### config.mk
export PLATFORM = sky130hd
export DESIGN_NAME = sync_word_serial_link_core
export DESIGN_NICKNAME = d
export VERILOG_FILES = /design/src/rtl/core/swsl_pkg.sv /design/src/rtl/core/sync_word_serial_link_core.sv /design/src/rtl/core/swsl_out_skid.sv
export SDC_FILE = /design/constraint.sdc
export NUM_CORES = 1
export LEC_CHECK = 0
export BUFFER_PORTS_ARGS = -buffer_cell sky130_fd_sc_hd__buf_2
export CORE_MARGIN = 5
export CORE_UTILIZATION = 39
export DETAILED_ROUTE_END_ITERATION = 12
export SLEW_MARGIN = 20
export SYNTH_ARGS = -nofsm -noshare
export SYNTH_HDL_FRONTEND = slang
export SYNTH_SLANG_ARGS = --single-unit
### constraint.sdc
create_clock -name i_clk -period 8.9 [get_ports i_clk]
set_input_delay 0.445 -clock i_clk [delete_from_list [all_inputs] [get_ports i_clk]]
set_output_delay 0.445 -clock i_clk [all_outputs]
set_load 0.02 [all_outputs]
### src/rtl/core/swsl_pkg.sv
// -----------------------------------------------------------------------------
// swsl_pkg
// Types and constants for the sync-word serial link core.
// -----------------------------------------------------------------------------
`timescale 1ns / 1ps

package swsl_pkg;

    localparam int MSG_DEPTH = 16;
    localparam int MSG_IDX_W = (MSG_DEPTH > 1) ? $clog2(MSG_DEPTH) : 1;
    localparam int MSG_CNT_W = $clog2(MSG_DEPTH + 1);

    localparam logic [MSG_CNT_W-1:0] MSG_DEPTH_CNT = MSG_CNT_W'(MSG_DEPTH);

    localparam logic [7:0] SYNC_RESET   = 8'hEC;
    localparam logic [7:0] FILL_LOW     = 8'h00;
    localparam logic [7:0] FILL_HIGH    = 8'hFF;
    localparam logic [7:0] NEWLINE_CHAR = 8'd10;
    localparam logic [2:0] BIT_TOP      = 3'd7;

    // request codes
    localparam logic REQ_TICK = 1'b0;
    localparam logic REQ_CHAR = 1'b1;

    typedef struct packed {
        logic       req_type;
        logic       rx_bit;
        logic [7:0] char_in;
    } t_in_word;

    typedef struct packed {
        logic       tx_level;
        logic [7:0] rx_byte;
        logic       rx_valid;
        logic       calib_event;
        logic       msg_pending;
    } t_out_word;

endpackage

### src/rtl/core/sync_word_serial_link_core.sv
// -----------------------------------------------------------------------------
// sync_word_serial_link_core
// Bit-serial link: sync-word receiver, message buffer and serial transmitter.
// -----------------------------------------------------------------------------
//  channel | direction | handshake                   | payload
//  --------+-----------+-----------------------------+------------------------
//  in      | input     | i_in_valid / o_in_ready     | i_in_word  (t_in_word)
//  out     | output    | o_out_valid / i_out_ready   | o_out_word (t_out_word)
//  cfg     | input     | i_cfg_valid / o_cfg_ready   | i_cfg_data (sync word)
//
//  One word per cycle while o_in_ready is high: all link state updates on the
//  edge that accepts a word, and its result lands in the output register, or
//  in the skid when the register is stalled, on that same edge. The output
//  side holds two results (register plus skid), so one more word is taken
//  while the output stalls; o_in_ready drops only when both are full.
//  Reset is synchronous, active low; the message store is not cleared.
//  o_cfg_ready is always high; write the sync word only while idle.
// -----------------------------------------------------------------------------
`timescale 1ns / 1ps

module sync_word_serial_link_core
    import swsl_pkg::*;
(
    input  logic       i_clk,
    input  logic       i_rst_n,
    input  logic       i_in_valid,
    output logic       o_in_ready,
    input  t_in_word   i_in_word,
    output logic       o_out_valid,
    input  logic       i_out_ready,
    output t_out_word  o_out_word,
    input  logic       i_cfg_valid,
    output logic       o_cfg_ready,
    input  logic [7:0] i_cfg_data
);

    // ---------------- state ----------------
    logic [7:0]           r_sync_word;
    logic [7:0]           r_rx_shift,     n_rx_shift;
    logic [2:0]           r_rx_bit_count, n_rx_bit_count;
    logic                 r_calibrated,   n_calibrated;
    logic [7:0]           r_msg_store [MSG_DEPTH];
    logic [MSG_CNT_W-1:0] r_msg_length,   n_msg_length;
    logic                 r_msg_ready,    n_msg_ready;
    logic [MSG_CNT_W-1:0] r_write_index,  n_write_index;
    logic [MSG_CNT_W-1:0] r_read_index,   n_read_index;
    logic [2:0]           r_tx_bit_index, n_tx_bit_index;
    logic [2:0]           r_tx_phase,     n_tx_phase;
    logic                 r_line_level,   n_line_level;

    logic       accept;
    logic       store_we;
    logic [7:0] rx_assembled;
    logic [7:0] tx_byte;
    t_out_word  result;

    assign accept      = i_in_valid && o_in_ready;
    assign o_cfg_ready = 1'b1;

    // receiver shift including this tick's bit
    assign rx_assembled = {r_rx_shift[6:0], i_in_word.rx_bit};

    // current message byte; past the end reads as a terminator
    always_comb begin
        tx_byte = FILL_LOW;
        if ((r_read_index < r_msg_length) && (r_read_index < MSG_DEPTH_CNT)) begin
            tx_byte = r_msg_store[r_read_index[MSG_IDX_W-1:0]];
        end
    end

    // ---------------- next state for one accepted word ----------------
    always_comb begin
        n_rx_shift     = r_rx_shift;
        n_rx_bit_count = r_rx_bit_count;
        n_calibrated   = r_calibrated;
        n_msg_length   = r_msg_length;
        n_msg_ready    = r_msg_ready;
        n_write_index  = r_write_index;
        n_read_index   = r_read_index;
        n_tx_bit_index = r_tx_bit_index;
        n_tx_phase     = r_tx_phase;
        n_line_level   = r_line_level;
        store_we       = 1'b0;
        result         = '0;

        case (i_in_word.req_type)
            REQ_CHAR: begin
                if (!r_msg_ready) begin
                    if (i_in_word.char_in == NEWLINE_CHAR) begin
                        // empty line is ignored
                        if (r_write_index != '0) begin
                            n_msg_length   = r_write_index;
                            n_msg_ready    = 1'b1;
                            n_write_index  = '0;
                            n_read_index   = '0;
                            n_tx_bit_index = BIT_TOP;
                        end
                    end else if (r_write_index < MSG_DEPTH_CNT) begin
                        // full buffer drops characters until newline
                        store_we      = 1'b1;
                        n_write_index = r_write_index + 1'b1;
                    end
                end
            end
            REQ_TICK: begin
                result.rx_byte = rx_assembled;
                // receiver
                if (!r_calibrated) begin
                    if (rx_assembled == r_sync_word) begin
                        n_calibrated       = 1'b1;
                        result.calib_event = 1'b1;
                    end
                    n_rx_shift = rx_assembled;
                end else if (r_rx_bit_count == '0) begin
                    result.rx_valid = (rx_assembled != r_sync_word) &&
                                      (rx_assembled != FILL_LOW) &&
                                      (rx_assembled != FILL_HIGH);
                    n_rx_bit_count  = BIT_TOP;
                    n_rx_shift      = '0;
                end else begin
                    n_rx_bit_count = r_rx_bit_count - 1'b1;
                    n_rx_shift     = rx_assembled;
                end

                // transmitter: message bits while phase sits at its top
                if (r_msg_ready && (r_tx_phase == BIT_TOP)) begin
                    if (tx_byte != FILL_LOW) begin
                        n_line_level = tx_byte[r_tx_bit_index];
                        if (r_tx_bit_index == '0) begin
                            n_read_index   = r_read_index + 1'b1;
                            n_tx_bit_index = BIT_TOP;
                        end else begin
                            n_tx_bit_index = r_tx_bit_index - 1'b1;
                        end
                    end else begin
                        n_msg_ready  = 1'b0;
                        n_read_index = '0;
                    end
                end
                // otherwise the phase runs; sync pattern until calibrated
                if (!n_msg_ready || (r_tx_phase != BIT_TOP)) begin
                    if (!n_calibrated) begin
                        n_line_level = r_sync_word[r_tx_phase];
                    end
                    n_tx_phase = r_tx_phase - 1'b1;
                end
            end
            default: begin
            end
        endcase

        result.tx_level    = n_line_level;
        result.msg_pending = n_msg_ready;
    end

    // ---------------- registers ----------------
    always_ff @(posedge i_clk) begin
        if (!i_rst_n) begin
            r_sync_word    <= SYNC_RESET;
            r_rx_shift     <= '0;
            r_rx_bit_count <= BIT_TOP;
            r_calibrated   <= 1'b0;
            r_msg_length   <= '0;
            r_msg_ready    <= 1'b0;
            r_write_index  <= '0;
            r_read_index   <= '0;
            r_tx_bit_index <= BIT_TOP;
            r_tx_phase     <= BIT_TOP;
            r_line_level   <= 1'b0;
        end else begin
            if (i_cfg_valid) begin
                r_sync_word <= i_cfg_data;
            end
            if (accept) begin
                r_rx_shift     <= n_rx_shift;
                r_rx_bit_count <= n_rx_bit_count;
                r_calibrated   <= n_calibrated;
                r_msg_length   <= n_msg_length;
                r_msg_ready    <= n_msg_ready;
                r_write_index  <= n_write_index;
                r_read_index   <= n_read_index;
                r_tx_bit_index <= n_tx_bit_index;
                r_tx_phase     <= n_tx_phase;
                r_line_level   <= n_line_level;
            end
        end
    end

    // message store, no reset: only written entries are ever read
    always_ff @(posedge i_clk) begin
        if (accept && store_we) begin
            r_msg_store[r_write_index[MSG_IDX_W-1:0]] <= i_in_word.char_in;
        end
    end

    // ---------------- output buffer ----------------
    swsl_out_skid u_out_skid (
        .i_clk      (i_clk),
        .i_rst_n    (i_rst_n),
        .i_push     (accept),
        .i_word     (result),
        .o_can_push (o_in_ready),
        .o_valid    (o_out_valid),
        .o_word     (o_out_word),
        .i_ready    (i_out_ready)
    );

endmodule

### src/rtl/core/swsl_out_skid.sv
// -----------------------------------------------------------------------------
// swsl_out_skid
// Two-entry output buffer: result register plus skid register.
// -----------------------------------------------------------------------------
`timescale 1ns / 1ps

module swsl_out_skid
    import swsl_pkg::*;
(
    input  logic      i_clk,
    input  logic      i_rst_n,
    input  logic      i_push,
    input  t_out_word i_word,
    output logic      o_can_push,
    output logic      o_valid,
    output t_out_word o_word,
    input  logic      i_ready
);

    logic      r_main_valid, n_main_valid;
    logic      r_skid_valid, n_skid_valid;
    t_out_word r_main, n_main;
    t_out_word r_skid, n_skid;

    assign o_can_push = !r_skid_valid;
    assign o_valid    = r_main_valid;
    assign o_word     = r_main;

    always_comb begin
        n_main_valid = r_main_valid;
        n_skid_valid = r_skid_valid;
        n_main       = r_main;
        n_skid       = r_skid;
        if (r_main_valid && i_ready) begin
            if (r_skid_valid) begin
                n_main       = r_skid;
                n_skid_valid = 1'b0;
            end else begin
                n_main_valid = i_push;
                n_main       = i_word;
            end
        end else if (i_push) begin
            if (!r_main_valid) begin
                n_main_valid = 1'b1;
                n_main       = i_word;
            end else begin
                n_skid_valid = 1'b1;
                n_skid       = i_word;
            end
        end
    end

    always_ff @(posedge i_clk) begin
        if (!i_rst_n) begin
            r_main_valid <= 1'b0;
            r_skid_valid <= 1'b0;
        end else begin
            r_main_valid <= n_main_valid;
            r_skid_valid <= n_skid_valid;
        end
    end

    always_ff @(posedge i_clk) begin
        r_main <= n_main;
        r_skid <= n_skid;
    end

endmodule

# Yosys cells after proc, flatten, opt, wreduce, memory -nomap -nowiden
# Memories as Yosys holds them, arrays and structs flattened. A register that Yosys moved wholly into a read port is not among the register bits.
# Cells that the tools add are included.
# W data, S select, Z words.
[op_classes]
n_reduce_logical = 29
multipliers = 0
shift = 0
n_bitwise = 4
n_mux = 58
order_cmp = 5
n_div = 0
n_eq_ne = 15
add_sub_neg = 5
[op_table]
columns = ["cell", "count"]
rows = [
  ["$mux W12", 4],
  ["$mux W5", 8],
  ["$mux W1", 28],
  ["$mux W3", 7],
  ["$reduce_bool A8 Y1", 2],
  ["$mux W7", 2],
  ["$reduce_and A6 Y1", 2],
  ["$add A5 B1 Y5 const B", 2],
  ["$lt A5 B5 Y1 const B", 2],
  ["$mux W10", 1],
  ["$ne A2 B2 Y1 const B", 5],
  ["$pmux W5 S2", 1],
  ["$reduce_and A5 Y1", 2],
  ["$reduce_and A3 Y1", 3],
  ["$sub A3 B1 Y3 const B", 3],
  ["$eq A8 B4 Y1 const B", 1],
  ["$eq A8 B8 Y1", 1],
  ["$lt A3 B4 Y1 const B", 2],
  ["$mux W4", 2],
  ["$mux W8", 1],
  ["$ne A8 B8 Y1", 1],
  ["$ne A8 B8 Y1 const B", 1],
  ["$reduce_and A2 Y1", 4],
  ["$logic_and A1 B1 Y1", 7],
  ["other kinds (14)", 24],
]
[totals]
elab_cells = 140
rom_bits = 0
latchBits = 0
ramBits = 128
in_bits = 23
register_bits = 68
n_memories = 1
[mem_list]
columns = ["memory", "words", "width", "rd", "rd_clocked_by_memory_dff", "write_ports", "line", "source"]
rows = [
  ["r_msg_store", 16, 8, 1, 1, 1, "sync_word_serial_link_core.sv:42", "logic [7:0] r_msg_store [MSG_DEPTH];"],
]

# Depth between registers and ports, before layout
[logic_depth]
word_depth = 14
depth_mapped = 11
depth_no_buf = 10

# Cells and area by module
# A second synthesis with hierarchy kept.
[unflattened]
hier_cells = 600
area_unflattened_um2 = 8673.3
[by_module_without_submodules]
columns = ["module", "cells_each", "instances", "area_each_um2"]
rows = [
  ["sync_word_serial_link_core", 550, 1, 7671.1],
  ["swsl_out_skid", 50, 1, 1002.2],
]

# Worst setup path after synthesis
# OpenSTA, ideal clock, no wires.
[synth_path]
path_kind = "reg2reg"
startpoint = "register (tool-made name)"
endpoint = "register u_out_skid.r_main (netlist bit u_out_skid.o_word[11]), data pin"
arrival_ns = 2.595
path_slack_ns = 6.044
stages_incl_launch_ff = 11
n_path_buf = 3
cell_sequence = "dfxtp_1 -> buf_4 -> buf_2 -> buf_1 -> mux2i_1 -> nand2_1 -> or4b_1 -> a22oi_4 -> nor2_1 -> mux2i_1 -> a221o_1"
[synth_rtl]
columns = ["element", "line", "source"]
rows = [
  ["end signal, assigned", "swsl_out_skid.sv:64", "r_main <= n_main;"],
  ["end, declared", "swsl_out_skid.sv:22", "t_out_word r_main, n_main;"],
]

==> results.yml <==
run_status:
  outcome: "complete, no violations"
clocking:
  cts_tree: "done"
  root_buffer: "clkbuf_16"
  post_cts_resized: 0
  cts_buffers: 17
  clk_latency_ns: 0.45
  hold_buffers: 0
  cts_buffer_depth: 2
  clock-sinks: 200
  htree_levels: 4
  path_clk_slew_ns: 0.08
  cts_setup_buffers: 0
timing:
  worst_slew_pin_slew_ns: 1.166
  hold_ws_ns: 0.2192
  max_freq_mhz: 304.4
  slew_headroom_pct: 21.86
  setup_viol: 0
  finClkSkew_ns: 0.02155
  finalMaxSlewViolations: 0
  rsz0062_at_grt: "no"
  hold_viol: 0
  finalCriticalPeriod_ns: 3.286
  finalSetupTns_ns: 0
  setup_slack_ns: 5.614
  fin_crit_sh_pct: 36.92
yosys:
  yosys.area.top_type: "edfxtp_1"
  ys_types: 52
  synthTopCellsByArea: "edfxtp_1, dfxtp_1, mux4_2"
  synth_top_flop_cell: "edfxtp_1"
  syn-cell-area_sq_um: 8507
  yosysWarningCount: 0
  synthCells: 596
  synth_edf_count: 152
  synth-async-reset-ratio_pct: 0
  synth_seq_area_share_pct: 64.95
  synth_top_area_share_pct: 53.65
  syn_avg_cell_area_sq_um: 14.27
  ys_ff_latch: 200
  syn_nets: 634
power_and_ir_drop:
  p_per_area_nw_per_um2: 197.2
  ir_worst_vdd_mv: 0.1445
  p_leak_uw: 0.003298
  p_total_uw: 1886
critical_path:
  crit_fanout: 37
  cp.arrival_ns: 3.48
  cp-start-kind: "flip-flop"
  reg2reg_to: "u_out_skid.o_word[11]"
  reg2reg_slack_ns: 5.61
  reg2regPathDepth: 7
  endpoint_kind: "flip-flop"
  crit_type: "flip-flop to flip-flop"
  critical_path_required_ns: 9.09
  crit_end: "u_out_skid.o_word[11]"
cells_and_area:
  layout_common_cells: "edfxtp_1, nand2_1, dfxtp_1, buf_2, mux2i_1"
  final_layout_size_suffix_gt1_share_pct: 19.41
  num-fill-cells: 1934
  num-nets-final: 664
  antenna_cells: 0
  syn2layout_area_growth_pct: 12.43
  final_common_cell: "edfxtp_1"
  fin_util_pct: 44.24
placement:
  place_congestion: 0.7893
  pre_cts_slack_ns: 5.449
  placement.io_buffers: 36
  dpl.hpwl_microns: 11820
min_path:
  holdCritPathClass: "input pin to flip-flop"
global_route:
  grt_usage_pct: 14.97
  grt_antenna_before_repair: 0
  grt_pass1_wl_microns: 28190
  grt_pass1_vias: 5045
  grt_max_degree: 43
  overflow: 0
die:
  start_util_pct: 39.35
  die_h_microns: 157.7
  ios: 38
  rows: 54
  coreArea_sq_um: 21620
  die_area_sq_um: 24870
  die_w_microns: 157.7
detailed_routing:
  dr.pass1.iters: 5
  drtIter0Drc: 335
  dr_total_vias: 4882
  post-route-drc-count: 0
  routedWlPerCell_microns: 19.50
  antenna_left: 0
  wl_microns: 17920
  vias_per_cell: 5.312
job:
  drv_cap: 0
[worst max-delay path, stage by stage (launching register included)]
cell and delay (ns):
dfxtp_4 0.76, mux4_2 0.58, mux2_2 0.29, or4b_1 0.55
a22oi_4 0.27, nor2_1 0.10, mux2i_1 0.16, a221o_1 0.31
[sequential cells by signal, summed over array words and instances, names as in the netlist, 5 cells and up, named ones only]
name and flops:
r_msg_store 128, u_out_skid.o_word 12, u_out_skid.r_skid 12, r_sync_word 8, r_rx_shift 7, r_msg_length 5, r_read_index 5, r_write_index 5
[final cells by class]
cell class	count	area (sq um)	area share [%]
clock buffers	17	425.4	4.448
clock inverters	15	180.2	1.884
well taps	280	350.3	3.663
multi-input cells	347	2796	29.24
flip-flops and latches	200	5530	57.82
inverters	21	78.83	0.8242
repair buffers	39	202.7	2.119
[power by group]
part           switching, uW  total, uW  internal [uW]
clock                    399        787            388
sequential              8.22       1020           1010
combinational           48.6       76.3           27.7
[per-layer routing]
metal	vias to the layer above	wire (microns)	part of all wire [%]	track usage, %
met1	2439	7702	43	18.32
met5	-	0	0	0
met3	16	880	4.9	3.554
met2	122	9159	51	26.59
li1	2305	-	-	-
met4	0	175	0.98	4.015
[cells by family (layout without fill, tap and decap cells)]
family,after synthesis,in the layout,synth area share (%)
DFF,200,200,64.95
AOI/OAI and AO/OA,63,63,5.060
buffers and inverters,49,92,2.442
and+or+nand+nor,182,182,10.81
adders and majority gates,15,15,2.206
xor gates and xnor gates,13,13,1.338
other,1,1,0.04408
muxes,73,73,13.15
[how the worst min path moves through the flow]
stage | cells past startpoint | slack (ns) | end | startpoint
after CTS | 3 | 0.20 | r_sync_word[3] | i_cfg_data[3]
after global placement | 2 | 0.46 | r_msg_length[1] | r_msg_length[1]
after floorplan | 2 | 0.44 | r_msg_length[1] | r_msg_length[1]
after detailed placement | 2 | 0.47 | r_msg_length[1] | r_msg_length[1]
after global routing | 3 | 0.22 | r_sync_word[3] | i_cfg_data[3]
final | 3 | 0.22 | r_sync_word[3] | i_cfg_data[3]
[through the flow]
| stage | instances | cell area, sq um |
|---|---|---|
| 2_1_floorplan | 596 | 8507 |
| 3_3_place_gp | 887 | 8952 |
| 3_5_place_dp | 887 | 8957 |
| 4_1_cts | 919 | 9563 |
| 5_1_grt | 919 | 9564 |
| 6_report | 919 | 9564 |
[synth_stat cells (3+ instances only)]
library cell / n
a21oi_1: 10
nor3_1: 8
a21boi_0: 4
a22oi_1: 8
edfxtp_1: 152
buf_2: 4
nand3_1: 8
or3_1: 4
buf_4: 3
o21ai_0: 17
mux4_2: 30
mux2i_1: 33
dfxtp_1: 48
xor2_1: 3
mux2_2: 10
nor4_1: 7
nor2_1: 33
inv_1: 21
nor2b_1: 26
o211ai_1: 6
nor3b_1: 4
ha_1: 15
buf_1: 4
nand2_1: 61
xnor2_1: 10
clkbuf_1: 16
nand3b_1: 4
nand2b_1: 4
nand4_1: 8
and3_1: 8
(Power assumes the default switching activity.)
